File: src/rtl/mwm_pkg.sv
// Shared types and constants for the mecanum wheel mixer.
`timescale 1ns / 1ps
package mwm_pkg;

  // Fraction bits of the Q format; ONE = 2^FRAC_BITS stands for 1.0.
  localparam int unsigned FRAC_BITS = 14;
  // Quotient bits: one integer bit plus the fraction bits.
  localparam int unsigned QW        = FRAC_BITS + 1;
  localparam int unsigned WHEELS    = 4;
  localparam int unsigned CMD_W     = 16;
  localparam int unsigned SPD_W     = 16;
  // Three 16-bit commands summed need 18 signed bits; magnitudes need 17.
  localparam int unsigned SUM_W     = 18;
  localparam int unsigned MAG_W     = 17;
  localparam logic [31:0] ONE_Q     = 32'd1 << FRAC_BITS;
  // Mix stage, magnitude stage, QW divider steps and the output register.
  localparam int unsigned LATENCY   = QW + 3;

  // Wheel lane order.
  localparam int unsigned FR = 0;
  localparam int unsigned FL = 1;
  localparam int unsigned BR = 2;
  localparam int unsigned BL = 3;

  typedef struct packed {
    logic signed [CMD_W-1:0] forward_cmd;
    logic signed [CMD_W-1:0] right_cmd;
    logic signed [CMD_W-1:0] turn_cmd;
  } mwm_cmd_t;

  typedef struct packed {
    logic signed [SPD_W-1:0] front_right_speed;
    logic signed [SPD_W-1:0] front_left_speed;
    logic signed [SPD_W-1:0] back_right_speed;
    logic signed [SPD_W-1:0] back_left_speed;
    logic                    was_scaled;
  } mwm_speed_t;

  // Divider pipeline payload, one lane per wheel.
  typedef struct packed {
    logic                              scaled;
    logic [MAG_W-1:0]                  top;
    logic [WHEELS-1:0]                 neg;
    logic [WHEELS-1:0][SUM_W-1:0]      rem;
    logic [WHEELS-1:0][QW-1:0]         quo;
    logic [WHEELS-1:0][SPD_W-1:0]      raw;
  } mwm_div_t;

endpackage

File: src/rtl/mwm_out.sv
// Sign restore, pass-through select and the result register.
`timescale 1ns / 1ps
module mwm_out import mwm_pkg::*; (
  input  logic       clk_i,
  input  logic       rst_ni,
  input  logic       valid_i,
  input  mwm_div_t   div_i,
  output logic       valid_o,
  output mwm_speed_t result_o
);

  logic [WHEELS-1:0][31:0]      mag32, sgn32;
  logic [WHEELS-1:0][SPD_W-1:0] spd;
  mwm_speed_t                   result_d, result_q;
  logic                         valid_q;

  always_comb begin
    for (int i = 0; i < WHEELS; i++) begin
      mag32[i] = 32'(div_i.quo[i]);
      sgn32[i] = div_i.neg[i] ? -mag32[i] : mag32[i];
      spd[i]   = div_i.scaled ? sgn32[i][SPD_W-1:0] : div_i.raw[i];
    end
    result_d.front_right_speed = spd[FR];
    result_d.front_left_speed  = spd[FL];
    result_d.back_right_speed  = spd[BR];
    result_d.back_left_speed   = spd[BL];
    result_d.was_scaled        = div_i.scaled;
  end

  always_ff @(posedge clk_i or negedge rst_ni) begin
    if (!rst_ni) begin
      valid_q <= 1'b0;
    end else begin
      valid_q <= valid_i;
    end
  end

  always_ff @(posedge clk_i) begin
    result_q <= result_d;
  end

  assign valid_o  = valid_q;
  assign result_o = result_q;

endmodule

File: config.mk
export PLATFORM = sky130hd
export DESIGN_NAME = mwm_out
export DESIGN_NICKNAME = d
export VERILOG_FILES = /design/src/rtl/mwm_pkg.sv /design/src/rtl/mwm_out.sv
export SDC_FILE = /design/constraint.sdc
export NUM_CORES = 1
export LEC_CHECK = 0
export ABC_AREA = 1
export BUFFER_PORTS_ARGS = -buffer_cell sky130_fd_sc_hd__buf_2
export CORE_AREA = 2 2 110 112
export DETAILED_ROUTE_END_ITERATION = 16
export DIE_AREA = 0 0 112 114
export GPL_ROUTABILITY_DRIVEN = 0
export PLACE_DENSITY = 0.67
export RECOVER_POWER = 100
export SLEW_MARGIN = 0
export SYNTH_ARGS = -nofsm -noshare
export SYNTH_HDL_FRONTEND = slang
export SYNTH_SLANG_ARGS = --single-unit
File: constraint.sdc
create_clock -name clk_i -period 0.8 [get_ports clk_i]
set_input_delay 0.08 -clock clk_i [delete_from_list [all_inputs] [get_ports clk_i]]
set_output_delay 0.08 -clock clk_i [all_outputs]
set_load 0.01 [all_outputs]
Word level (Yosys, flattened, before mapping)
Index checks and enable logic that the tools add are counted.
{"block": "word_totals", "inputBits": 221, "out_inout_bits": 66, "ff_bits": 66}
{"block": "classes", "addsub": 4, "n_mux": 8}
{"cell": "two-way mux 16 bit", "n": 8}
{"cell": "negation 15 -> 16 bit", "n": 4}

Logic depth before layout (Yosys ltp)
{"block": "depth", "ltp_word": 3, "ltp_mapped": 10, "depth_no_buf": 10}

Worst setup path after synthesis
OpenSTA, ideal clock, no wires.
{"block": "synth_timing", "kind": "input -> register", "from": "input port div_i[109] (netlist bit)", "to": "register result_q (netlist bit result_o[13])", "arrival_time_ps": 883, "required_ps": 686, "stages": 7, "setup_slack_ps": -197, "path_buffers": 0, "cell_sequence": "inv_1 ha_1 nand3_1 o21ai_4 nand4_1 nand3_1 nand2_1"}
{"element": "from (decl)", "line": "mwm_out.sv:7", "rtl": "input mwm_div_t div_i,"}
{"element": "to (signal assigned)", "line": "mwm_out.sv:39", "rtl": "result_q <= result_d;"}
{"element": "to (decl)", "line": "mwm_out.sv:14", "rtl": "mwm_speed_t result_d, result_q;"}

Worst setup path in the final report
{"block": "layout_timing", "from": "register valid_q (netlist: valid_o)", "to": "output port valid_o"}
{"element": "from (decl)", "line": "mwm_out.sv:15", "rtl": "logic valid_q;"}
{"element": "from (signal assigned)", "line": "mwm_out.sv:34", "rtl": "valid_q <= valid_i;"}
{"element": "to (decl)", "line": "mwm_out.sv:8", "rtl": "output logic valid_o,"}
No word-level cell between the ends.

==> out/summary.txt <==
Area of the core -> 0.0117 mm2
Clock period minus worst slack -> 0.897 ns
Via Count -> 4699
Worst setup SP type -> flop
Post-route cell area -> 0.00672 mm2
Async S/R FF share, synth -> 0.0152
Clock sink count -> 66
Post-Synthesis Cell Area -> 0.00365 mm2
Crit Path Max Fanout -> 1
Share of cells above drive strength 1 -> 0.406
Cells after synthesis -> 552
Max_cap viols -> 0
Final setup fails -> 68
Max rail drop VDD -> 1080 uV
Sequential share of the synthesized area -> 0.363
Crit-path cells -> buf_2
Die Area -> 0.0128 mm2
Clock share of power -> 0.386
Area Growth Syn to Fin -> 84.0%
Critical Path Slowest Stage Cell -> dfrtp_1
Initial Util -> 0.312
Crit path DAT -> 0.82 ns
Hold crit path type -> in2reg
Slew Limit Fails -> 0
Failing checks -> setup timing
Placed cell area -> 0.00538 mm2
DR vias/cell -> 4.58
Max incr delay on CP -> 0.35 ns
Clk slew on worst S/H paths -> 0.05 ns
Row count -> 40
Chip height -> 114 um
Achievable Freq -> 1110 MHz
DP HPWL -> 9.30 mm
Clock H-tree levels -> 3
Die span in x -> 112 um
PnR worst setup slack -> -0.0975 ns
Post-Syn Nets -> 777
Routed WL -> 13.6 mm
Sequential power share -> 0.350
Hold_ws -> 0.0115 ns
Total of warnings raised by yosys -> 0
Netlist cell types -> 25
Initial antenna violation count -> 0
Worst setup EP type -> output pin
Antenna-violating nets left -> 0
Placed insts -> 938
Largest net degree at the start of global routing -> 48
CTS max path bufs -> 2
# IOs -> 287
Crit Path Category -> reg2out
Post-Syn Area per Cell -> 6.61 um2
Grt ovf -> 0
Worst slew pin tran -> 0.393 ns
Tot GR Track Use -> 0.196
Static Leak -> 3.44 nW
TritonCTS clock tree -> done
Non-filler cells, final -> 1026
Post-synth EDFFs -> 0
Fin. Hold Viols -> 0
Most frequent cells in the layout -> 183 x nand2_1, 148 x buf_2, 66 x nand3_1, 64 x dlygate4sd3_1, 64 x buf_4
Register bit count reported by yosys -> 66
DRC -> 0
Nets@finish -> 1099
CP required -> 0.72 ns
Power per Cell Area -> 1600 mW/mm2
Vias in the first global route -> 4534
Routed len/inst -> 13.2 um
Inserted Clock Buffers -> 9
CTS Root Cell -> clkbuf_16
Net Sw Frac -> 0.269
Synth Flop Type -> dfxtp_1
First-pass GRT wire length -> 20.2 mm
Pre-Repair DR Iteration Count -> 5
Final period util -> 1.12
Outcome -> finished, violations left
N_diodes -> 0
Top cell family by delay on the critical path -> flip-flops
Power Internal -> 7.84 mW
IO buf count -> 197
RSZ-0062 raised after global routing -> true
Slew HR -> 0.738
Sw power -> 2.89 mW
Worst Path Buf+Inv -> 1
DR iter-0 viols -> 302
Logic pwr share -> 0.264
Most common cell after layout, fill and taps aside -> nand2_1
==> flip-flops by register name, summed over array words and instances, names as in the netlist <==
register,flops
valid_o,1
result_o,65
==> kinds of logic after synthesis <==
| group | count (synthesis) | share of synthesized area |
|---|---|---|
| xor gates and xnor gates | 23 | 0.0552 |
| adders and majority gates | 4 | 0.0137 |
| AOI/OAI and AO/OA | 59 | 0.0974 |
| DFF | 66 | 0.363 |
| buffers and inverters | 74 | 0.0912 |
| and+or+nand+nor | 326 | 0.379 |
==> worst min-delay path, cell delays in order <==
cell and delay [ns]:
buf_8 0.10, inv_8 0.05, o21ai_0 0.07
==> synth_stat cells, types with 2 or more instances <==
cell type	instances	area [um2]
nor2_1	40	150
o21ai_1	5	25.0
a21oi_1	12	60.1
nor2_2	2	12.5
nand2_2	7	43.8
inv_1	52	195
ha_1	4	50.1
xor2_1	20	175
nand2_1	189	709
xnor2_1	3	26.3
o21ai_0	36	180
clkbuf_1	2	7.51
buf_1	2	7.51
o21ai_4	5	81.3
dfxtp_1	65	1300
nand3_1	74	370
buf_4	7	52.6
nor2_4	2	22.5
buf_2	9	45.0
nand4_1	11	68.8
==> timing repair <==
item,CTS,global route
pin swaps,1,27
resized for setup,45,74
setup endpoints to repair,68,93
cloned,0,2
buffers inserted,0,6
hold buffers,64,0
endpoints found under the hold margin,64,0
==> worst paths after layout <==
| check | from | to | slack (ns) | cells past startpoint |
|---|---|---|---|---|
| max | valid_o$_DFF_PN0_ | valid_o | -0.1 | 1 |
| min | div_i[64] | result_o[49]$_DFF_P_ | 0.01 | 3 |
| min in group asynchronous | rst_ni | valid_o$_DFF_PN0_ | 0.05 | 2 |
| max in group asynchronous | rst_ni | valid_o$_DFF_PN0_ | 0.65 | 2 |
==> metal layers <==
layer	wire, um	vias up	track usage	share of wire
met2	7050	185	0.355	0.52
met4	303	0	0.0862	0.022
met1	5260	2084	0.220	0.39
met3	939	25	0.0478	0.069
li1	-	2405	-	-
met5	0	-	0	0
==> cell type report <==
type	count	area (um2)
Clock buffer	13	240
Clock inverter	3	65.1
Fill cell	1067	4990
Inverter	52	273
Multi-Input combinational cell	414	2130
Sequential cell	66	1370
Tap cell	147	184
Timing Repair Buffer	331	2450
==> power by group through the flow <==
stage	sequential, mW	combinational [mW]	clock, mW
global placement	3.74	2.29	0
global route	3.78	3.10	4.41
finish	3.76	2.83	4.15
detailed placement	3.75	2.31	0
floorplan	3.92	0.965	0
CTS	3.73	2.66	4.25
==> through the flow <==
step,util,TNS [ns],worst slack [ns],power [mW]
after floorplan,-,-1.09,-0.0853,4.89
after global placement,0.460,-13.33,-0.348,6.03
after detailed placement,0.460,-14.26,-0.367,6.06
after CTS,0.553,-3.59,-0.110,10.6
after global routing,0.574,-5.54,-0.115,11.3
final,0.574,-2.51,-0.0975,10.7
(Power assumes the default switching activity.)
