**src/rtl/mwm_pkg.sv**
```systemverilog
// Shared types and constants for the mecanum wheel mixer.
`timescale 1ns / 1ps
package mwm_pkg;

  // Fraction bits of the Q format; ONE = 2^FRAC_BITS stands for 1.0.
  localparam int unsigned FRAC_BITS = 14;
  // Quotient bits: one integer bit plus the fraction bits.
  localparam int unsigned QW        = FRAC_BITS + 1;
  localparam int unsigned WHEELS    = 4;
  localparam int unsigned CMD_W     = 16;
  localparam int unsigned SPD_W     = 16;
  // Three 16-bit commands summed need 18 signed bits; magnitudes need 17.
  localparam int unsigned SUM_W     = 18;
  localparam int unsigned MAG_W     = 17;
  localparam logic [31:0] ONE_Q     = 32'd1 << FRAC_BITS;
  // Mix stage, magnitude stage, QW divider steps and the output register.
  localparam int unsigned LATENCY   = QW + 3;

  // Wheel lane order.
  localparam int unsigned FR = 0;
  localparam int unsigned FL = 1;
  localparam int unsigned BR = 2;
  localparam int unsigned BL = 3;

  typedef struct packed {
    logic signed [CMD_W-1:0] forward_cmd;
    logic signed [CMD_W-1:0] right_cmd;
    logic signed [CMD_W-1:0] turn_cmd;
  } mwm_cmd_t;

  typedef struct packed {
    logic signed [SPD_W-1:0] front_right_speed;
    logic signed [SPD_W-1:0] front_left_speed;
    logic signed [SPD_W-1:0] back_right_speed;
    logic signed [SPD_W-1:0] back_left_speed;
    logic                    was_scaled;
  } mwm_speed_t;

  // Divider pipeline payload, one lane per wheel.
  typedef struct packed {
    logic                              scaled;
    logic [MAG_W-1:0]                  top;
    logic [WHEELS-1:0]                 neg;
    logic [WHEELS-1:0][SUM_W-1:0]      rem;
    logic [WHEELS-1:0][QW-1:0]         quo;
    logic [WHEELS-1:0][SPD_W-1:0]      raw;
  } mwm_div_t;

endpackage

```
**src/rtl/mwm_mix.sv**
```systemverilog
// Wheel mixing stage followed by the magnitude and largest-magnitude stage.
`timescale 1ns / 1ps
module mwm_mix import mwm_pkg::*; (
  input  logic     clk_i,
  input  logic     rst_ni,
  input  logic     valid_i,
  input  mwm_cmd_t cmd_i,
  output logic     valid_o,
  output mwm_div_t div_o
);

  logic signed [SUM_W-1:0]      f, r, c;
  logic [WHEELS-1:0][SUM_W-1:0] w_d, w_q;
  logic                         valid_a_q;

  logic [WHEELS-1:0][SUM_W-1:0] neg_w;
  logic [WHEELS-1:0][MAG_W-1:0] mag;
  logic [MAG_W-1:0]             max01, max23, top;
  mwm_div_t                     div_d, div_q;
  logic                         valid_b_q;

  assign f = SUM_W'(cmd_i.forward_cmd);
  assign r = SUM_W'(cmd_i.right_cmd);
  assign c = SUM_W'(cmd_i.turn_cmd);

  always_comb begin
    w_d[FR] = -(f + r + c);
    w_d[FL] = f - r - c;
    w_d[BR] = -(f - r + c);
    w_d[BL] = f + r - c;
  end

  always_ff @(posedge clk_i or negedge rst_ni) begin
    if (!rst_ni) begin
      valid_a_q <= 1'b0;
      valid_b_q <= 1'b0;
    end else begin
      valid_a_q <= valid_i;
      valid_b_q <= valid_a_q;
    end
  end

  always_ff @(posedge clk_i) begin
    w_q   <= w_d;
    div_q <= div_d;
  end

  always_comb begin
    for (int i = 0; i < WHEELS; i++) begin
      neg_w[i] = -w_q[i];
      mag[i]   = w_q[i][SUM_W-1] ? neg_w[i][MAG_W-1:0] : w_q[i][MAG_W-1:0];
    end
    max01 = (mag[FR] > mag[FL]) ? mag[FR] : mag[FL];
    max23 = (mag[BR] > mag[BL]) ? mag[BR] : mag[BL];
    top   = (max01 > max23) ? max01 : max23;

    div_d.scaled = 32'(top) > ONE_Q;
    div_d.top    = top;
    for (int i = 0; i < WHEELS; i++) begin
      div_d.neg[i] = w_q[i][SUM_W-1];
      div_d.rem[i] = SUM_W'(mag[i]);
      div_d.quo[i] = '0;
      div_d.raw[i] = w_q[i][SPD_W-1:0];
    end
  end

  assign valid_o = valid_b_q;
  assign div_o   = div_q;

endmodule

```
**config.mk**
```make
export PLATFORM = sky130hd
export DESIGN_NAME = mwm_mix
export DESIGN_NICKNAME = d
export VERILOG_FILES = /design/src/rtl/mwm_pkg.sv /design/src/rtl/mwm_mix.sv
export SDC_FILE = /design/constraint.sdc
export NUM_CORES = 1
export LEC_CHECK = 0
export ABC_CLOCK_PERIOD_IN_PS = 10000
export BUFFER_PORTS_ARGS = -buffer_cell sky130_fd_sc_hd__buf_2
export CAP_MARGIN = 20
export CORE_MARGIN = 1.5
export CORE_UTILIZATION = 44
export DETAILED_ROUTE_END_ITERATION = 12
export PLACE_DENSITY = 0.66
export SYNTH_ARGS = -nofsm -noshare
export SYNTH_HDL_FRONTEND = slang
export SYNTH_SLANG_ARGS = --single-unit
```
**constraint.sdc**
```tcl
create_clock -name clk_i -period 10 [get_ports clk_i]
set_input_delay 1 -clock clk_i [delete_from_list [all_inputs] [get_ports clk_i]]
set_output_delay 1 -clock clk_i [all_outputs]
set_load 0.1 [all_outputs]
```
; After elaboration in Yosys (flattened, before gate mapping)
; Index checks and enable logic that the tools add are counted.
[word_totals]
inputBits = 51
out_inout_bits = 219
word_cells = 40
ff_bits = 228
[op_classes]
mux = 7
n_addsub = 12
n_lt_le_gt_ge = 4
[op_table]
columns = operator, count
row1 = 2-to-1 mux 17 bit, 7
row2 = negator 17 bit, 4
row3 = greater-than comparator 17 bit, 3
row4 = adder 17 x 16 -> 18 bit, 2
row5 = negator 18 bit, 2
row6 = subtractor 17 x 16 -> 18 bit, 2
row7 = adder 16 x 16 -> 17 bit, 1
row8 = "greater-than comparator 17 x 15 -> 1 bit, second input constant", 1
row9 = subtractor 16 x 16 -> 17 bit, 1

; Logic depth before layout (Yosys ltp)
; Gate-level depths: netlist of the first run.
[logic_depth]
depth_word = 7
depth_mapped = 34
ltp_nobuf = 29

; Least setup slack after synthesis of the first run
; No wires, ideal clock.
[synth_timing]
path_kind = reg-to-reg
start = register w_q (netlist bit div_d[32])
end = register div_q (netlist bit div_o[217])
path_stages_with_launch = 32
path_buffers = 5
setup_ns = 0.124
period_less_slack_ns = 6.491
required_time_ns = 9.876
t_arrival_ns = 6.366
path_slack_ns = 3.509
path_cell_list = dfxtp_1 > inv_1 > ha_1 > or3b_2 > or2_2 > clkbuf_1 > o41ai_1 > xor2_1 > ha_1 > a21o_1 > a21o_1 > a21oi_1 > o21ai_1 > a31o_2 > buf_2 > nand2_1 > clkbuf_1 > a21oi_1 > ha_1 > nand3_1 > a21oi_1 > o31ai_1 > a211o_1 > nand3_1 > and2_1 > clkbuf_1 > clkbuf_1 > nand3_1 > a211oi_1 > nand4_1 > nor4b_2 > o21ai_1
[synth_rtl]
columns = item, line
row1 = start: declaration, mwm_mix.sv:13  ; logic [WHEELS-1:0][SUM_W-1:0] w_d, w_q;
row2 = start signal: assignment, mwm_mix.sv:44  ; w_q <= w_d;
row3 = end signal: assignment, mwm_mix.sv:45  ; div_q <= div_d;
row4 = end: declaration, mwm_mix.sv:19  ; mwm_div_t div_d, div_q;

==> impl_metrics.env, run 1 <==
export IMPL_status="finished clean"
export IMPL_vias_per_cell=4.98
export IMPL_cts_root_buf="clkbuf_16"
export IMPL_yosys_warnings=0
export IMPL_post_cts_setup_buffers=0
export IMPL_clk_latency_ns=0.49
export IMPL_syn_to_final_growth_pct=13.9
export IMPL_ctsHoldBuffers=0
export IMPL_detailroute_via_count=10187
export IMPL_worst_path_max_delay_cell="nand2_1"
export IMPL_antenna_found_initial=0
export IMPL_dr_first_iter_drc_count=516
export IMPL_clk_pin_slew_ns=0.06
export IMPL_cp_required_ns=10.36
export IMPL_grt_pass1_wl_um=51700
export IMPL_rows=62
export IMPL_timing_rr_end="div_o[217]$_DFF_P_"
export IMPL_cts_made_buffers=21
export IMPL_fp_dieH_um=175
export IMPL_routed_wl_um=33600
export IMPL_final_seq_area_mm2=0.00441
export IMPL_critPathArrivalTime_ns=8.02
export IMPL_dieArea_mm2=0.0306
export IMPL_synth_cell_types=72
export IMPL_place_hpwl_um=28600
export IMPL_initial_utilization_pct=45.0
export IMPL_n_fill_cell=2780
export IMPL_htreeDepth=1
export IMPL_multiInputGateArea_mm2=0.00750
export IMPL_worst_pin_slew_ns=0.918
export IMPL_crit_path_max_fanout=37
export IMPL_cts_sink_count=220
export IMPL_final_nets=1891
export IMPL_maxCapViolations=0
export IMPL_setup_viol=0
export IMPL_synth_main_ff_cell="dfxtp_1"
export IMPL_hold_viol=0
export IMPL_async_flop_share_pct=0.909
export IMPL_ctsResizeCount=0
export IMPL_antenna_cells=0
export IMPL_ff2ff_path_depth=26
export IMPL_rrSetupSlack_ns=2.34
export IMPL_routed_wire_length_per_instance_um=16.4
export IMPL_die_width_um=175
export IMPL_start_kind="register"
export IMPL_relSlewSlack_pct=38.6
export IMPL_rsz0062_at_grt="no"
export IMPL_synth_edff_count=0
export IMPL_ys_seq_area_share_pct=33.9
export IMPL_drive_gt1_share_pct=16.0
export IMPL_period_minus_slack_ns=7.66
export IMPL_groute_usage_overall_pct=21.5
export IMPL_postRouteAntennaNets=0
export IMPL_fin_crit_sh_pct=76.6
export IMPL_cts_tree="built"
export IMPL_routabilityCongestion=0.972
export IMPL_grt_overflow_total=0
export IMPL_startpoint="div_d[32]$_DFF_P_"
export IMPL_max_freq_ghz=0.130
export IMPL_drc=0
export IMPL_drt_pass1_iter_count=5
export IMPL_grt_pass1_vias=9970
export IMPL_coreArea_mm2=0.0289
export IMPL_rr_startpoint="div_d[32]$_DFF_P_"
export IMPL_syn_inst=1453
export IMPL_cts_buffer_depth=3
export IMPL_crit_path_end_kind="register"
export IMPL_path_class="register to register"
export IMPL_slew_violations=0
export IMPL_io_buffers=205
export IMPL_synth_avg_cell_area_um2=8.96
export IMPL_cpPeakStageDelay_ns=0.71
export IMPL_fin_setup_tns_ns=0
export IMPL_ys_seq_elements=220
export IMPL_synth_area_mm2=0.0130
export IMPL_hp_class="primary input to asynchronous set/reset pin"
export IMPL_finClkSkew_ns=0.00717
export IMPL_ios=270
export IMPL_grt_max_degree=38
==> synth_stat cells, drive strengths merged, types with 8 or more instances <==
library cell / count / share of area [%]
a21boi: 8 / 0.46
inv: 190 / 5.5
ha: 184 / 18
nand2: 75 / 2.2
a21o: 19 / 1.1
o21bai: 12 / 0.69
mux2i: 15 / 1.2
o31ai: 18 / 1.0
xor2: 31 / 2.1
nand2b: 16 / 0.77
nor2b: 18 / 0.87
a21oi: 84 / 3.2
nor2: 85 / 2.5
nor3: 23 / 0.88
or4: 8 / 0.49
nand4: 18 / 0.87
xnor2: 107 / 7.2
o41ai: 15 / 1.1
o21ai: 70 / 2.7
buf: 74 / 4.2
nor4: 9 / 0.48
nand3: 29 / 1.2
clkbuf: 22 / 0.63
dfxtp: 218 / 34
==> placed cells by master, fill, tap and decap left out, types with 12 or more instances in the layout <==
| cell type | synthesis | layout |
|---|---|---|
| inv_1 | 190 | 190 |
| ha_1 | 184 | 184 |
| conb_1 | 1 | 64 |
| xor2_1 | 31 | 31 |
| mux2i_1 | 15 | 15 |
| nor3_1 | 23 | 23 |
| clkbuf_16 | 0 | 21 |
| o31ai_1 | 18 | 18 |
| xnor2_1 | 107 | 107 |
| a21oi_1 | 84 | 84 |
| o41ai_1 | 14 | 14 |
| nand4_1 | 18 | 18 |
| buf_2 | 3 | 205 |
| nor2_1 | 84 | 84 |
| nand3_1 | 28 | 28 |
| dfxtp_1 | 218 | 218 |
| nand2b_1 | 16 | 16 |
| a21o_1 | 19 | 19 |
| nand2_1 | 75 | 75 |
| o21bai_1 | 12 | 12 |
| o21ai_0 | 68 | 68 |
| nor2b_1 | 18 | 18 |
==> critical path, delay by kind of cell, from the launching register on <==
| family | cells | cell delay [ns] |
|---|---|---|
| DFF | 1 | 0.36 |
| and+or+nand+nor | 7 | 2.70 |
| buffers and inverters | 2 | 0.49 |
| xor gates and xnor gates | 1 | 0.38 |
| AOI/OAI and AO/OA | 13 | 2.68 |
| adders and majority gates | 3 | 0.90 |
==> metal layers <==
layer	global-route usage [%]	routed length, um	part of all wire, %	up-vias
met3	2.63	1760	5.3	55
met4	6.66	896	2.7	0
li1	-	-	-	5167
met5	0	0	0	-
met1	28.0	15400	46	4670
met2	36.9	15500	46	295
==> kinds of logic after synthesis <==
| group | count (synthesis) | share of synthesized area, % |
|---|---|---|
| compound gates | 282 | 14.1 |
| xor+xnor | 138 | 9.29 |
| fa+ha+maj | 193 | 18.9 |
| buf+inv | 286 | 10.3 |
| flops | 220 | 33.9 |
| mux | 16 | 1.24 |
| other cells | 1 | 0.0288 |
| simple gates | 317 | 12.2 |
==> layout make-up <==
class | count | share of cell area (%)
Multi-Input combinational cell | 1010 | 50.6
Clock inverter | 10 | 0.777
Clock buffer | 25 | 3.78
Tap cell | 384 | 3.24
Timing Repair Buffer | 207 | 7.02
Sequential cell | 220 | 29.8
Inverter | 190 | 4.81
==> flip-flops by register name, summed over array words and instances (netlist names) <==
signal and count:
div_o 148, div_d 66, w_q 4, valid_a_q 1
valid_o 1
==> worst max-delay path by stage <==
stage,endpoint,slack [ns],cells past startpoint
CTS,div_o[217]$_DFF_P_,2.46,28
global placement,div_o[217]$_DFF_P_,2.55,28
finish,div_o[217]$_DFF_P_,2.34,26
detailed placement,div_o[217]$_DFF_P_,2.50,26
floorplan,div_o[217]$_DFF_P_,3.51,31
global route,div_o[217]$_DFF_P_,1.82,29
==> metrics by stage <==
step	hold WS [ns]	setup WS [ns]	utilization (%)	cells	instance area, um^2
2_1_floorplan	0.329	3.51	-	1516	13300
3_3_place_gp	0.341	2.55	48.9	2011	14100
3_5_place_dp	0.344	2.50	48.9	2011	14100
4_1_cts	0.264	2.46	51.2	2046	14800
5_1_grt	0.264	1.82	51.2	2046	14800
6_report	0.279	2.34	51.2	2046	14800
Power of run 1 is not shown: default switching activity piles up to over one toggle a cycle in this logic, so the estimate is an artifact.
==> run 2: changes to the inputs <==
Settings changed: ABC_CLOCK_PERIOD_IN_PS 10000 to 6900, PLACE_DENSITY 0.66 to 0.69.
Clock period 10 ns to 6.9 ns, I/O delays scaled along.
==> impl_metrics.env, run 2 (synthesis results as in run 1) <==
export IMPL_timing_rr_end="div_o[217]$_DFF_P_"
export IMPL_start_kind="register"
export IMPL_cts_sink_count=220
export IMPL_worst_pin_slew_ns=0.773
export IMPL_crit_chain="or4_4 > or2_2 > or4_1 > o31ai_1 > xor2_1 > ha_1 > nand4_1 > nor3b_4 > a31o_2 > buf_4 > mux2_2 > ha_1 > nand4_1 > nor4_1 > a21oi_1 > and2_1 > buf_4 > nand2_1 > o221ai_1 > or4_1 > nor4b_2 > o21ai_1"
export IMPL_fp_dieH_um=175
export IMPL_cp_required_ns=7.28
export IMPL_rrSetupSlack_ns=0.31
export IMPL_io_buffers=205
export IMPL_relSlewSlack_pct=47.8
export IMPL_rr_startpoint="div_d[24]$_DFF_P_"
export IMPL_groute_usage_overall_pct=21.9
export IMPL_drc=0
export IMPL_stdcell_count=2081
export IMPL_die_width_um=175
export IMPL_antenna_found_initial=1
export IMPL_fin_crit_sh_pct=95.5
export IMPL_mostFrequentLayoutCell="dfxtp_1"
export IMPL_grt_pass1_wl_um=52600
export IMPL_routabilityCongestion=0.938
export IMPL_path_class="register to register"
export IMPL_placed_area_mm2=0.0144
export IMPL_crit_path_max_fanout=10
export IMPL_ff2ff_path_depth=22
export IMPL_initial_utilization_pct=45.0
export IMPL_hold_depth=1
export IMPL_coreArea_mm2=0.0289
export IMPL_setup_viol=0
export IMPL_grt_overflow_total=0
export IMPL_design_area_mm2=0.0152
export IMPL_critPathArrivalTime_ns=6.96
export IMPL_clk_latency_ns=0.50
export IMPL_grt_pass1_vias=10101
export IMPL_maxCapViolations=0
export IMPL_syn_to_final_growth_pct=16.6
export IMPL_finClkSkew_ns=0.0132
export IMPL_period_minus_slack_ns=6.59
export IMPL_drive_gt1_share_pct=18.4
export IMPL_crit_path_end_kind="register"
export IMPL_cts_tree="built"
export IMPL_hold_end="valid_a_q$_DFF_PN0_"
export IMPL_hold_viol=0
export IMPL_place_hpwl_um=29300
export IMPL_status="finished clean"
export IMPL_cts_buffer_depth=3
export IMPL_hold_slack_ns=0.303
export IMPL_detailroute_via_count=10395
export IMPL_rows=62
export IMPL_cts_root_buf="clkbuf_16"
export IMPL_grt_max_degree=28
export IMPL_dp_cells=2046
export IMPL_drt_pass1_iter_count=5
export IMPL_final_nets=1928
export IMPL_routed_wire_length_per_instance_um=16.5
export IMPL_clk_pin_slew_ns=0.07
export IMPL_dr_first_iter_drc_count=613
export IMPL_postRouteAntennaNets=0
export IMPL_final_cell_mix="218 x dfxtp_1, 205 x buf_2, 190 x inv_1"
export IMPL_slew_violations=0
export IMPL_largest_register_ffs=148
export IMPL_cts_made_buffers=20
export IMPL_routed_wl_um=34300
export IMPL_hp_class="primary input to register"
export IMPL_max_freq_ghz=0.152
export IMPL_path_buf_inv=2
export IMPL_dieArea_mm2=0.0306
export IMPL_vias_per_cell=5.00
export IMPL_path_delay_family="simple AND/OR/NAND/NOR gates"
export IMPL_ios=270
export IMPL_holdCritStartpoint="valid_i"
export IMPL_fin_setup_tns_ns=0
export IMPL_antenna_cells=0
export IMPL_cpPeakStageDelay_ns=0.60
export IMPL_startpoint="div_d[24]$_DFF_P_"
export IMPL_htreeDepth=1
export IMPL_worst_path_max_delay_cell="or4_4"
run 2: changes by cell type in the layout (fill, tap and decap cells not counted), sizes merged:
cell         previous run  this run
buf                   207       244
bufinv                  2         1
clkbuf                 25        27
clkinvlp                3         0
dlygate4sd3             0         1
inv                   191       190
run 2: worst max-delay path by stage:
stage                               to  depth (start not counted)
floorplan           div_o[217]$_DFF_P_                         31
global placement    div_o[217]$_DFF_P_                         25
detailed placement  div_o[217]$_DFF_P_                         29
CTS                 div_o[217]$_DFF_P_                         28
global route        div_o[217]$_DFF_P_                         26
finish              div_o[217]$_DFF_P_                         22
run 2: repair_timing:
action	in CTS	in global routing
hold buffers	1	0
endpoints found under the setup margin	0	1
hold endpoints to repair	2	0
buffers inserted	0	2
resized for setup	0	15
run 2: per-stage QoR:
stage	worst slack, ns	utilization [%]
2_1_floorplan	0.409	-
5_1_grt	-0.0536	52.4
6_report	0.313	52.4
4_1_cts	0.228	52.2
3_3_place_gp	0.346	49.9
3_5_place_dp	0.239	49.9
run 2: cell type report:
type	instances	area, um^2
clock buffer	27	588
timing repair buffer	245	1350
inverter	190	713
fill	2699	13800
clock inverter	5	61.3
sequential	220	4410
tap	384	480
multi-input combinational	1010	7560
run 2: per-layer routing:
| layer | track usage (%) | wire length, um | up-vias |
|---|---|---|---|
| li1 | - | - | 5237 |
| met1 | 27.6 | 15200 | 4758 |
| met2 | 38.4 | 16300 | 349 |
| met3 | 2.79 | 1890 | 51 |
| met4 | 7.69 | 1000 | 0 |
| met5 | 0 | 0 | - |
Power of run 2 is left out for the same reason.
