### src/rtl/mwm_pkg.sv
// Shared types and constants for the mecanum wheel mixer.
`timescale 1ns / 1ps
package mwm_pkg;

  // Fraction bits of the Q format; ONE = 2^FRAC_BITS stands for 1.0.
  localparam int unsigned FRAC_BITS = 14;
  // Quotient bits: one integer bit plus the fraction bits.
  localparam int unsigned QW        = FRAC_BITS + 1;
  localparam int unsigned WHEELS    = 4;
  localparam int unsigned CMD_W     = 16;
  localparam int unsigned SPD_W     = 16;
  // Three 16-bit commands summed need 18 signed bits; magnitudes need 17.
  localparam int unsigned SUM_W     = 18;
  localparam int unsigned MAG_W     = 17;
  localparam logic [31:0] ONE_Q     = 32'd1 << FRAC_BITS;
  // Mix stage, magnitude stage, QW divider steps and the output register.
  localparam int unsigned LATENCY   = QW + 3;

  // Wheel lane order.
  localparam int unsigned FR = 0;
  localparam int unsigned FL = 1;
  localparam int unsigned BR = 2;
  localparam int unsigned BL = 3;

  typedef struct packed {
    logic signed [CMD_W-1:0] forward_cmd;
    logic signed [CMD_W-1:0] right_cmd;
    logic signed [CMD_W-1:0] turn_cmd;
  } mwm_cmd_t;

  typedef struct packed {
    logic signed [SPD_W-1:0] front_right_speed;
    logic signed [SPD_W-1:0] front_left_speed;
    logic signed [SPD_W-1:0] back_right_speed;
    logic signed [SPD_W-1:0] back_left_speed;
    logic                    was_scaled;
  } mwm_speed_t;

  // Divider pipeline payload, one lane per wheel.
  typedef struct packed {
    logic                              scaled;
    logic [MAG_W-1:0]                  top;
    logic [WHEELS-1:0]                 neg;
    logic [WHEELS-1:0][SUM_W-1:0]      rem;
    logic [WHEELS-1:0][QW-1:0]         quo;
    logic [WHEELS-1:0][SPD_W-1:0]      raw;
  } mwm_div_t;

endpackage

### src/rtl/mwm_div_step.sv
// One restoring division step for all four wheel lanes, registered.
`timescale 1ns / 1ps
module mwm_div_step import mwm_pkg::*; (
  input  logic     clk_i,
  input  logic     rst_ni,
  input  logic     valid_i,
  input  mwm_div_t div_i,
  output logic     valid_o,
  output mwm_div_t div_o
);

  logic [WHEELS-1:0] ge;
  mwm_div_t          div_d, div_q;
  logic              valid_q;

  // Compare and subtract, then shift the partial remainder for the next bit.
  // The remainder is below the divisor after the subtraction, so the shift never overflows.
  always_comb begin
    div_d = div_i;
    for (int i = 0; i < WHEELS; i++) begin
      ge[i]        = div_i.rem[i] >= SUM_W'(div_i.top);
      div_d.rem[i] = SUM_W'((div_i.rem[i] - (ge[i] ? SUM_W'(div_i.top) : SUM_W'(0))) << 1);
      div_d.quo[i] = {div_i.quo[i][QW-2:0], ge[i]};
    end
  end

  always_ff @(posedge clk_i or negedge rst_ni) begin
    if (!rst_ni) begin
      valid_q <= 1'b0;
    end else begin
      valid_q <= valid_i;
    end
  end

  always_ff @(posedge clk_i) begin
    div_q <= div_d;
  end

  assign valid_o = valid_q;
  assign div_o   = div_q;

endmodule

### config.mk
export PLATFORM = sky130hd
export DESIGN_NAME = mwm_div_step
export DESIGN_NICKNAME = d
export VERILOG_FILES = /design/src/rtl/mwm_pkg.sv /design/src/rtl/mwm_div_step.sv
export SDC_FILE = /design/constraint.sdc
export NUM_CORES = 1
export LEC_CHECK = 0
export BUFFER_PORTS_ARGS = -buffer_cell sky130_fd_sc_hd__buf_4
export CAP_MARGIN = 20
export CORE_AREA = 2 2 171 173
export CTS_CLUSTER_DIAMETER = 50
export DETAILED_ROUTE_END_ITERATION = 6
export DIE_AREA = 0 0 173 175
export GPL_TIMING_DRIVEN = 0
export SYNTH_ARGS = -nofsm -noshare
export SYNTH_HDL_FRONTEND = slang
export SYNTH_SLANG_ARGS = --single-unit
### constraint.sdc
create_clock -name clk_i -period 0.8 [get_ports clk_i]
set_input_delay 0.16 -clock clk_i [delete_from_list [all_inputs] [get_ports clk_i]]
set_output_delay 0.16 -clock clk_i [all_outputs]
set_load 0.01 [all_outputs]
Word level (Yosys, flattened, before mapping)
Cells that the tools add are included.

word-level totals
  register bits = 215
  input port bits = 221
  logic and storage cells = 28

cells by class
  add/sub/neg operators = 4
  magnitude comparators = 4
  multiplexer cells = 4

operators by type and width
  kind              number
  $ge A18 B17 Y1    4
  $mux W17          4
  $sub A17 B17 Y17  4

Longest topological paths before layout
Gate-level depths: netlist (run 1).

  depth after elaboration = 3
  mapped depth = 18

Worst setup path after synthesis (run 1)
OpenSTA, ideal clock, no wires.

  path type = input to register
  start = input div_i[203] in the netlist's numbering
  end = register div_q (netlist bit div_o[159])
  arrival = 3.722 ns
  required time = 0.671 ns
  slack = -3.051 ns
  cell stages on the path = 18
  cell sequence = inv_1 > ha_1 > and3_1 > o311a_1 > a211oi_1 > o21ai_1 > a2111o_1 > buf_2 > buf_2 > nand2_1 > ha_1 > a21o_1 > or3_4 > o21ai_2 > a21oi_2 > a221o_1 > a21oi_2 > xnor3_1

RTL lines
  element               line                text
  from (decl)           mwm_div_step.sv:7   input mwm_div_t div_i,
  to (signal assigned)  mwm_div_step.sv:36  div_q <= div_d;
  to (decl)             mwm_div_step.sv:13  mwm_div_t div_d, div_q;

==> impl_metrics.json, run 1 <==
{
  "clockRootBuffer": "clkbuf_16",
  "gp_congestion": 0.873,
  "path_clk_slew_ns": 0.05,
  "ctsHtreeMaxLevel": 1,
  "io_buffers": 431,
  "worst_hold_slack_ns": -0.0359,
  "dp_hpwl_um": 28700,
  "cts_tree": "yes",
  "cts_made_buffers": 30,
  "overflow": 0,
  "synth_edf_count": 0,
  "io-pin-count": 440,
  "async_flop_share": 0.00465,
  "cts_num_sinks": 215,
  "detail_route.first_pass.iterations": 4,
  "fin_nets": 1943,
  "die_x_um": 173,
  "grt_max_degree": 15,
  "ys_types": 63,
  "crit_type": "primary input to flop",
  "ys_ff_latch": 215,
  "rsz0062_at_grt": "true",
  "antenna_found_initial": 5,
  "ant_nets": 0,
  "seq_area_frac_synth": 0.476,
  "crit_end": "div_o[157]",
  "yosys_warnings": 0,
  "num_vias": 9474,
  "track_usage": 0.268,
  "routedWlPerCell_um": 21.6,
  "vias_per_cell": 4.74,
  "start_util": 0.319,
  "rows": 62,
  "area_growth_pct": 112,
  "die-area_um2": 30300,
  "synthXorXnorAreaFrac": 0.0538,
  "ys.flop_type": "dfxtp_1",
  "powerDensity_nw_per_um2": 2100,
  "drt_iter0_drc": 332,
  "power_mw": 40.3,
  "place_inst": 1679,
  "coreArea_um2": 28400,
  "syn_avg_cell_area_um2": 10.5,
  "synth_simple_gate_area_share": 0.107,
  "violations": "hold timing, setup timing",
  "ir_drop_v": 0.00191,
  "max_clock_freq_ghz": 0.293,
  "startpoint_type": "primary input",
  "syn_area_um2": 9050,
  "setup_viol": 287,
  "grt_pass1_wl_um": 61700,
  "cts.path.max_buffers": 3,
  "cp.required_ns": 1.21,
  "synthMuxAreaShare": 0,
  "hold_viol_final": 7,
  "critPathArrivalTime_ns": 3.83,
  "drc": 0,
  "outcome": "finished, violations left",
  "period_minus_slack_ns": 3.41,
  "syn_inst": 861,
  "hold_path.class": "primary input to flop",
  "cp_max_fo": 3,
  "fin_crit_sh": 4.27,
  "maxSlewViolCount": 0,
  "stdcell_count": 1997,
  "routed_wl_um": 43100,
  "crit_path_start": "div_i[204]",
  "hold_buffers": 147,
  "critPathCaptureType": "flop",
  "p_leak_nw": 8.65,
  "yosys.area_share.adder": 0.191,
  "grt_pass1_vias": 9943,
  "synth_top_family_by_area": "adder cells",
  "drive_gt1_frac": 0.650,
  "drv_cap": 0,
  "die_y_um": 175,
  "finalWorstSetupSlack_ns": -2.61,
  "synth_compound_area_frac": 0.143
}
==> cells in the mapped netlist (5+ instances only) <==
cell	n	area share
and3_1	6	0.0041
dfxtp_1	214	0.47
o21a_1	17	0.014
xor2_1	11	0.011
and2_1	6	0.0041
o21ai_1	5	0.0028
xnor2_1	42	0.041
nor3_1	8	0.0044
or2_2	7	0.0048
nor2_1	32	0.013
a31oi_1	11	0.0076
nand2_1	91	0.038
a21o_1	27	0.022
nand4_1	7	0.0048
ha_1	132	0.18
a211oi_1	7	0.0058
o21ai_0	19	0.011
nor2b_1	11	0.0076
a21oi_1	56	0.031
nand3_1	7	0.0039
nand2b_1	11	0.0076
inv_1	52	0.022
==> layer usage <==
layer	vias to the layer above	global-route usage	share of wire	routed length, µm
met5	-	0	0.00037	16
met4	2	0.132	0.054	2340
met3	117	0.0711	0.069	2960
met2	377	0.476	0.51	21700
met1	4492	0.294	0.37	16000
li1	4486	-	-	-
==> state kept, by name (all words and copies together) (netlist names) <==
signal and count:
div_o 214, valid_o 1
==> what timing repair did <==
action                                 4_1_cts  5_1_grt
cloned                                       1        0
endpoints found under the hold margin      163        7
pin swaps                                   96       80
resized for setup                          549      124
setup endpoints to repair                  287      287
setup buffers                               89       32
==> cells by family (layout without fill, tap and decap cells) <==
family,Yosys count,count (layout)
and+or+nand+nor,201,201
other,1,8
AOI/OAI and AO/OA,192,193
adders and majority gates,136,136
xor gates and xnor gates,54,54
DFF,215,215
buffers and inverters,62,806
==> worst min path at each step <==
stage	depth (start not counted)	from	to
after global routing	2	div_i[158]	div_o[159]
after detailed placement	1	rst_ni	valid_o
after floorplan	0	rst_ni	valid_o
final	2	div_i[158]	div_o[159]
after CTS	2	div_i[158]	div_o[159]
after global placement	1	rst_ni	valid_o
==> worst max-delay path: stages <==
cell      delay, ns
buf_12         0.12
inv_12         0.05
ha_4           0.19
and3_4         0.17
o311a_1        0.34
a211oi_2       0.25
o21ai_1        0.11
a2111o_1       0.38
buf_6          0.14
buf_4          0.13
and2_4         0.16
ha_4           0.16
fa_2           0.35
nand2b_4       0.17
a21oi_4        0.19
o21ai_2        0.10
a21oi_2        0.21
buf_4          0.16
a21o_2         0.12
a21oi_2        0.05
xnor2_1        0.13
==> report_power, final <==
part	internal [mW]	total [mW]	switching, mW
combinational	7.47	13.2	5.73
sequential	12.4	13.1	0.710
clock	8.71	14.0	5.25
==> final cells by class <==
cell class	count	area, µm²
clock buffer	39	836
antenna	4	10.0
sequential	215	4570
multi-input combinational	588	6120
clock inverter	16	218
buffer	9	85.1
tap	384	480
timing repair buffer	690	6610
inverter	52	248
fill	2071	9210
==> per-stage QoR <==
stage	hold WS [ns]	utilization	setup TNS, ns	cell area, µm²	setup slack, ns
final	-0.0359	0.676	-216.63	19200	-2.61
after global routing	-0.0540	0.676	-231.05	19200	-2.73
after CTS	-0.0756	0.651	-216.90	18500	-2.54
after detailed placement	-0.0610	0.473	-193.37	13400	-3.47
after global placement	-0.0647	0.473	-191.64	13400	-3.48
after floorplan	-0.136	-	-137.17	9700	-2.74
==> cell usage in the layout, fill, tap and decap left out, drive strengths merged, types with 6 or more instances in the layout <==
cell         synthesis  final
a211oi               7      7
a21o                28     28
a21oi               58     58
a31oi               11     11
and2                 6      6
and3                 6      6
buf                  7    550
clkbuf               3     41
clkinv               0      6
clkinvlp             0      9
dfxtp              214    214
dlygate4sd3          0    147
ha                 132    132
inv                 52     49
nand2               91     91
nand2b              11     11
nand3                7      7
nand4                7      7
nor2                32     32
nor2b               11     11
nor3                 9      9
o21a                17     17
o21ai               25     26
or2                 10     10
xnor2               42     42
xor2                11     11
(Power assumes the default switching activity.)
==> inputs of run 2 (changes only) <==
Settings changed: CTS_BUF_LIST set to sky130_fd_sc_hd__clkbuf_16.
Clock period 0.8 ns to 3.6 ns, I/O delays scaled along.
==> run 2 against run 1 <==
Clock-buffer cell count shrank 9. Die area is the same. Cell area shrank 16%. Flip-flop and latch count is the same. Wire length shrank 14%. Highest routed layer unchanged. The flow finishes with violations (setup timing). Non-clock buffer count shrank 172. Global-route usage shrank 3.4 points.
==> impl_metrics.json, run 2 (same netlist as run 1, synthesis figures left out) <==
{
  "outcome": "finished, violations left",
  "violations": "setup timing",
  "startpoint_type": "primary input",
  "area_growth_pct": 78.3,
  "max_clock_freq_ghz": 0.253,
  "hold_viol_final": 0,
  "routedWlPerCell_um": 20.4,
  "largest_reg_flops": 214,
  "rows": 62,
  "crit_type": "primary input to flop",
  "coreArea_um2": 28400,
  "track_usage": 0.233,
  "use_met1": 0.264,
  "cp_slowest_cell": "o41ai_4",
  "cp_max_fo": 5,
  "powerDensity_nw_per_um2": 509,
  "ant_nets": 0,
  "ctsHtreeMaxLevel": 1,
  "p_int_mw": 5.76,
  "hold_path.class": "primary input to flop",
  "critPathArrivalTime_ns": 4.38,
  "vias_per_cell": 4.67,
  "grt_pass1_wl_um": 53400,
  "ir_drop_v": 0.000359,
  "stdcell_area_um2": 16100,
  "worst_hold_slack_ns": 0.255,
  "gp_congestion": 0.872,
  "grt_max_degree": 17,
  "clockRootBuffer": "clkbuf_16",
  "place_area_um2": 13300,
  "p_leak_nw": 7.56,
  "layout_common_cells": "buf_4, dfxtp_1, ha_1, nand2_1, ha_4",
  "fin_crit_sh": 1.10,
  "use_met2": 0.409,
  "layout_commonest_cell": "buf_4",
  "drv_cap": 0,
  "dpl_worst_slack_ns": -1.26,
  "pwr-share-comb": 0.295,
  "grt_busiest_layer": "met2",
  "die_x_um": 173,
  "grt_use_met3": 0.0779,
  "die_y_um": 175,
  "crit_chain": "buf_12 -> clkinvlp_4 -> buf_12 -> buf_6 -> ha_4 -> nand4_1 -> o41ai_4 -> a31oi_4 -> buf_6 -> o21ai_4 -> buf_12 -> nand2_2 -> ha_4 -> o21a_1 -> o31a_1 -> a31oi_2 -> o211ai_1 -> a31oi_1 -> o21bai_1 -> xor2_1",
  "finalWorstSetupSlack_ns": -0.352,
  "dp_hpwl_um": 28200,
  "critPathMostFrequentCell": "buf_12",
  "fin_util": 0.568,
  "slowest_delay_ns": 0.51,
  "critPathCaptureType": "flop",
  "antenna_found_initial": 2,
  "cts.path.max_buffers": 3,
  "start_util": 0.319,
  "die-area_um2": 30300,
  "cpLargestDelayFamily": "compound AO/OA/AOI/OAI gates",
  "num_vias": 8509,
  "power_mw": 8.22,
  "overflow": 0,
  "num-fill-cells": 2494,
  "io-pin-count": 440,
  "path_clk_slew_ns": 0.06,
  "cts_tree": "yes",
  "detail_route.first_pass.iterations": 4,
  "io_buffers": 431,
  "cts_made_buffers": 30,
  "drc": 0,
  "drt_iter0_drc": 305,
  "path_buf_inv": 6,
  "grt_pass1_vias": 8714,
  "fin_nets": 1771,
  "p_seq_frac": 0.339,
  "setup_viol": 33,
  "cts_num_sinks": 215,
  "cp.required_ns": 4.03,
  "swShare": 0.299,
  "clkPwrFrac": 0.366,
  "maxSlewViolCount": 0,
  "period_minus_slack_ns": 3.95,
  "routed_wl_um": 37100,
  "drive_gt1_frac": 0.531,
  "rsz0062_at_grt": "true",
  "netSwitchingPower_mw": 2.46
}
==> run 2: cell count changes in the layout (fill, tap and decap cells not counted), sizes merged <==
cell / previous run / this run
dlygate4sd3: 147 / 1
clkbuf: 41 / 32
buf: 550 / 524
bufinv: 4 / 3
clkinv: 6 / 8
diode: 4 / 1
inv: 49 / 58
==> run 2: power by group through the flow <==
| stage | Clock [mW] | Combinational, mW | Sequential, mW |
|---|---|---|---|
| final | 3.01 | 2.42 | 2.78 |
| after detailed placement | 0 | 1.97 | 2.83 |
| after CTS | 3.07 | 2.27 | 2.79 |
| after global routing | 3.18 | 2.60 | 2.81 |
| after floorplan | 0 | 0.871 | 2.98 |
| after global placement | 0 | 1.96 | 2.83 |
==> run 2: path summary, 6_finish.rpt <==
kind                       startpoint    endpoint  cells past startpoint
worst min-delay path       div_i[114]  div_o[115]                      1
min in group asynchronous      rst_ni     valid_o                      2
worst max-delay path       div_i[209]  div_o[176]                     20
max in group asynchronous      rst_ni     valid_o                      2
==> run 2: through the flow <==
stage	cells	setup TNS [ns]
floorplan	864	-2.80
global route	1822	-10.92
CTS	1800	-3.84
finish	1823	-6.54
global placement	1679	-36.84
detailed placement	1679	-38.38
==> run 2: repair_timing <==
item	in CTS	in global routing
resized for setup	138	72
cloned	1	0
setup endpoints to repair	36	39
setup buffers	64	28
endpoints found under the hold margin	1	0
pin swaps	88	78
hold buffers	1	0
==> run 2: area by class of cell <==
type                    count  area (µm²)  area share
multi-input cells         588        5880       0.365
clock inverters            26         284      0.0176
repair buffers            517        4080       0.253
flip-flops and latches    215        4310       0.267
well taps                 384         480      0.0298
clock buffers              30         751      0.0465
inverters                  52         241      0.0150
diodes                      1        2.50    0.000155
plain buffers              10         104     0.00644
==> run 2: routing by layer <==
metal | wire length, µm | part of all wire | vias to the layer above
met5 | 16 | 0.00043 | -
met4 | 1360 | 0.037 | 2
met3 | 2950 | 0.080 | 69
met2 | 18400 | 0.50 | 306
met1 | 14400 | 0.39 | 3989
li1 | - | - | 4143
==> inputs of run 3 (changes only) <==
Settings changed: CTS_CLUSTER_DIAMETER 50 to not set, SKIP_CTS_REPAIR_TIMING set to 1.
==> run 3 against run 2 <==
The run still ends with setup timing left. Clock-buffer cell count shrank 5. Sequential power hardly changed. Sequential share of layout area up 0.84 points. Setup slack worse by 0.048 ns. Global-route usage fell by 1.7 points. Largest cell class unchanged. Die area is the same. Cell count fell by 1.4%. Cell area fell by 3.1%. Wire length decreased by 2.9%. First-iteration DRC count down 0.33%. Clock power down 11%. Via count fell by 2.3%.
==> impl_metrics.json, run 3 (same netlist as run 1, synthesis figures left out) <==
{
  "path_clk_slew_ns": 0.06,
  "area_growth_pct": 72.8,
  "grt_pass1_wl_um": 49500,
  "finalWorstSetupSlack_ns": -0.400,
  "ctsHtreeMaxLevel": 1,
  "clkPwrFrac": 0.344,
  "powerDensity_nw_per_um2": 497,
  "cp_max_fo": 7,
  "cts.path.max_buffers": 3,
  "outcome": "finished, violations left",
  "wl_met1_um": 14100,
  "ant_nets": 0,
  "swShare": 0.288,
  "fin_crit_sh": 1.11,
  "grt_max_degree": 15,
  "hold_viol_final": 0,
  "rows": 62,
  "startpoint_type": "primary input",
  "rsz0062_at_grt": "true",
  "overflow": 0,
  "track_usage": 0.217,
  "pwr-share-comb": 0.298,
  "p_leak_nw": 7.38,
  "clockRootBuffer": "clkbuf_16",
  "drv_cap": 0,
  "routed_wl_um": 36000,
  "io_buffers": 431,
  "die_y_um": 175,
  "wl_met3_um": 2980,
  "coreArea_um2": 28400,
  "gp_congestion": 0.872,
  "layout_common_cells": "buf_4, dfxtp_1, ha_1, nand2_1, inv_1",
  "crit_type": "primary input to flop",
  "cts_tree": "yes",
  "setup_viol": 32,
  "cts_made_buffers": 25,
  "largest_reg_flops": 214,
  "critPathCaptureType": "flop",
  "die_x_um": 173,
  "fin_util": 0.551,
  "cts_num_sinks": 215,
  "critPathArrivalTime_ns": 4.40,
  "layout_commonest_cell": "buf_4",
  "p_seq_frac": 0.358,
  "ir_drop_v": 0.000377,
  "start_util": 0.319,
  "detail_route.first_pass.iterations": 4,
  "die-area_um2": 30300,
  "netSwitchingPower_mw": 2.24,
  "drc": 0,
  "drt_iter0_drc": 304,
  "wl_met2_um": 18100,
  "drive_gt1_frac": 0.508,
  "maxSlewViolCount": 0,
  "grt_pass1_vias": 7948,
  "num_vias": 8317,
  "cp.required_ns": 4.00,
  "max_clock_freq_ghz": 0.250,
  "highest_layer": "met4",
  "period_minus_slack_ns": 4.00,
  "power_mw": 7.77,
  "hold_path.class": "primary input to flop",
  "setup_tns_ns": -5.79,
  "io-pin-count": 440,
  "fin_nets": 1751,
  "p_int_mw": 5.53,
  "dp_hpwl_um": 28200,
  "routedWlPerCell_um": 20.1,
  "antenna_found_initial": 1,
  "worst_hold_slack_ns": 0.298,
  "violations": "setup timing",
  "vias_per_cell": 4.63
}
run 3: cell types whose count changed in the layout (fill, tap and decap cells not counted), sizes merged:
cell      delta
clkinvlp     -1
buf         -15
clkinv       +1
clkbuf       -5
bufinv       +2
inv          -8
run 3: cell type report:
| type | count | area, µm² |
|---|---|---|
| Clock buffer | 25 | 626 |
| Clock inverter | 20 | 236 |
| Sequential cell | 215 | 4310 |
| Tap cell | 384 | 480 |
| Fill cell | 2558 | 12800 |
| Timing Repair Buffer | 502 | 3920 |
| Antenna cell | 1 | 2.50 |
| Buffer | 10 | 104 |
| Multi-Input combinational cell | 588 | 5710 |
| Inverter | 52 | 249 |
run 3: worst paths after layout:
check / startpoint / end / slack (ns) / cells past startpoint
max in group asynchronous: rst_ni / valid_o / 2.97 / 2
min in group asynchronous: rst_ni / valid_o / 0.55 / 2
hold / removal: div_i[4] / div_o[4] / 0.30 / 1
setup / recovery: div_i[202] / div_o[159] / -0.40 / 19
run 3: metal layers:
| metal | track usage | vias to the layer above |
|---|---|---|
| met5 | 0 | - |
| met4 | 0.0590 | 0 |
| met3 | 0.0766 | 53 |
| met2 | 0.377 | 291 |
| met1 | 0.252 | 3876 |
| li1 | - | 4097 |
run 3: stage by stage:
step | std cells | cell area, µm² | setup slack (ns)
6_report | 1797 | 15600 | -0.400
5_1_grt | 1796 | 15600 | -0.532
4_1_cts | 1724 | 14100 | -0.714
3_5_place_dp | 1679 | 13300 | -1.26
3_3_place_gp | 1679 | 13300 | -1.21
2_1_floorplan | 864 | 9550 | -0.499
run 3: worst max-delay path, stage by stage:
cell        delay, ns
buf_12           0.10
clkinvlp_4       0.13
ha_4             0.18
and3_4           0.14
o311a_1          0.30
a211oi_2         0.26
o21ai_1          0.12
a2111o_1         0.38
buf_6            0.15
buf_8            0.13
nand2_4          0.07
ha_4             0.20
a21o_1           0.20
or3_4            0.37
o21ai_4          0.16
a21oi_4          0.08
a221o_1          0.33
a21oi_2          0.16
xnor3_1          0.22
run 3: power by group through the flow:
stage	combinational, mW	sequential, mW	clock [mW]
CTS	1.98	2.79	2.75
floorplan	0.871	2.98	0
global placement	1.96	2.83	0
finish	2.31	2.78	2.67
global route	2.50	2.81	2.84
detailed placement	1.97	2.83	0
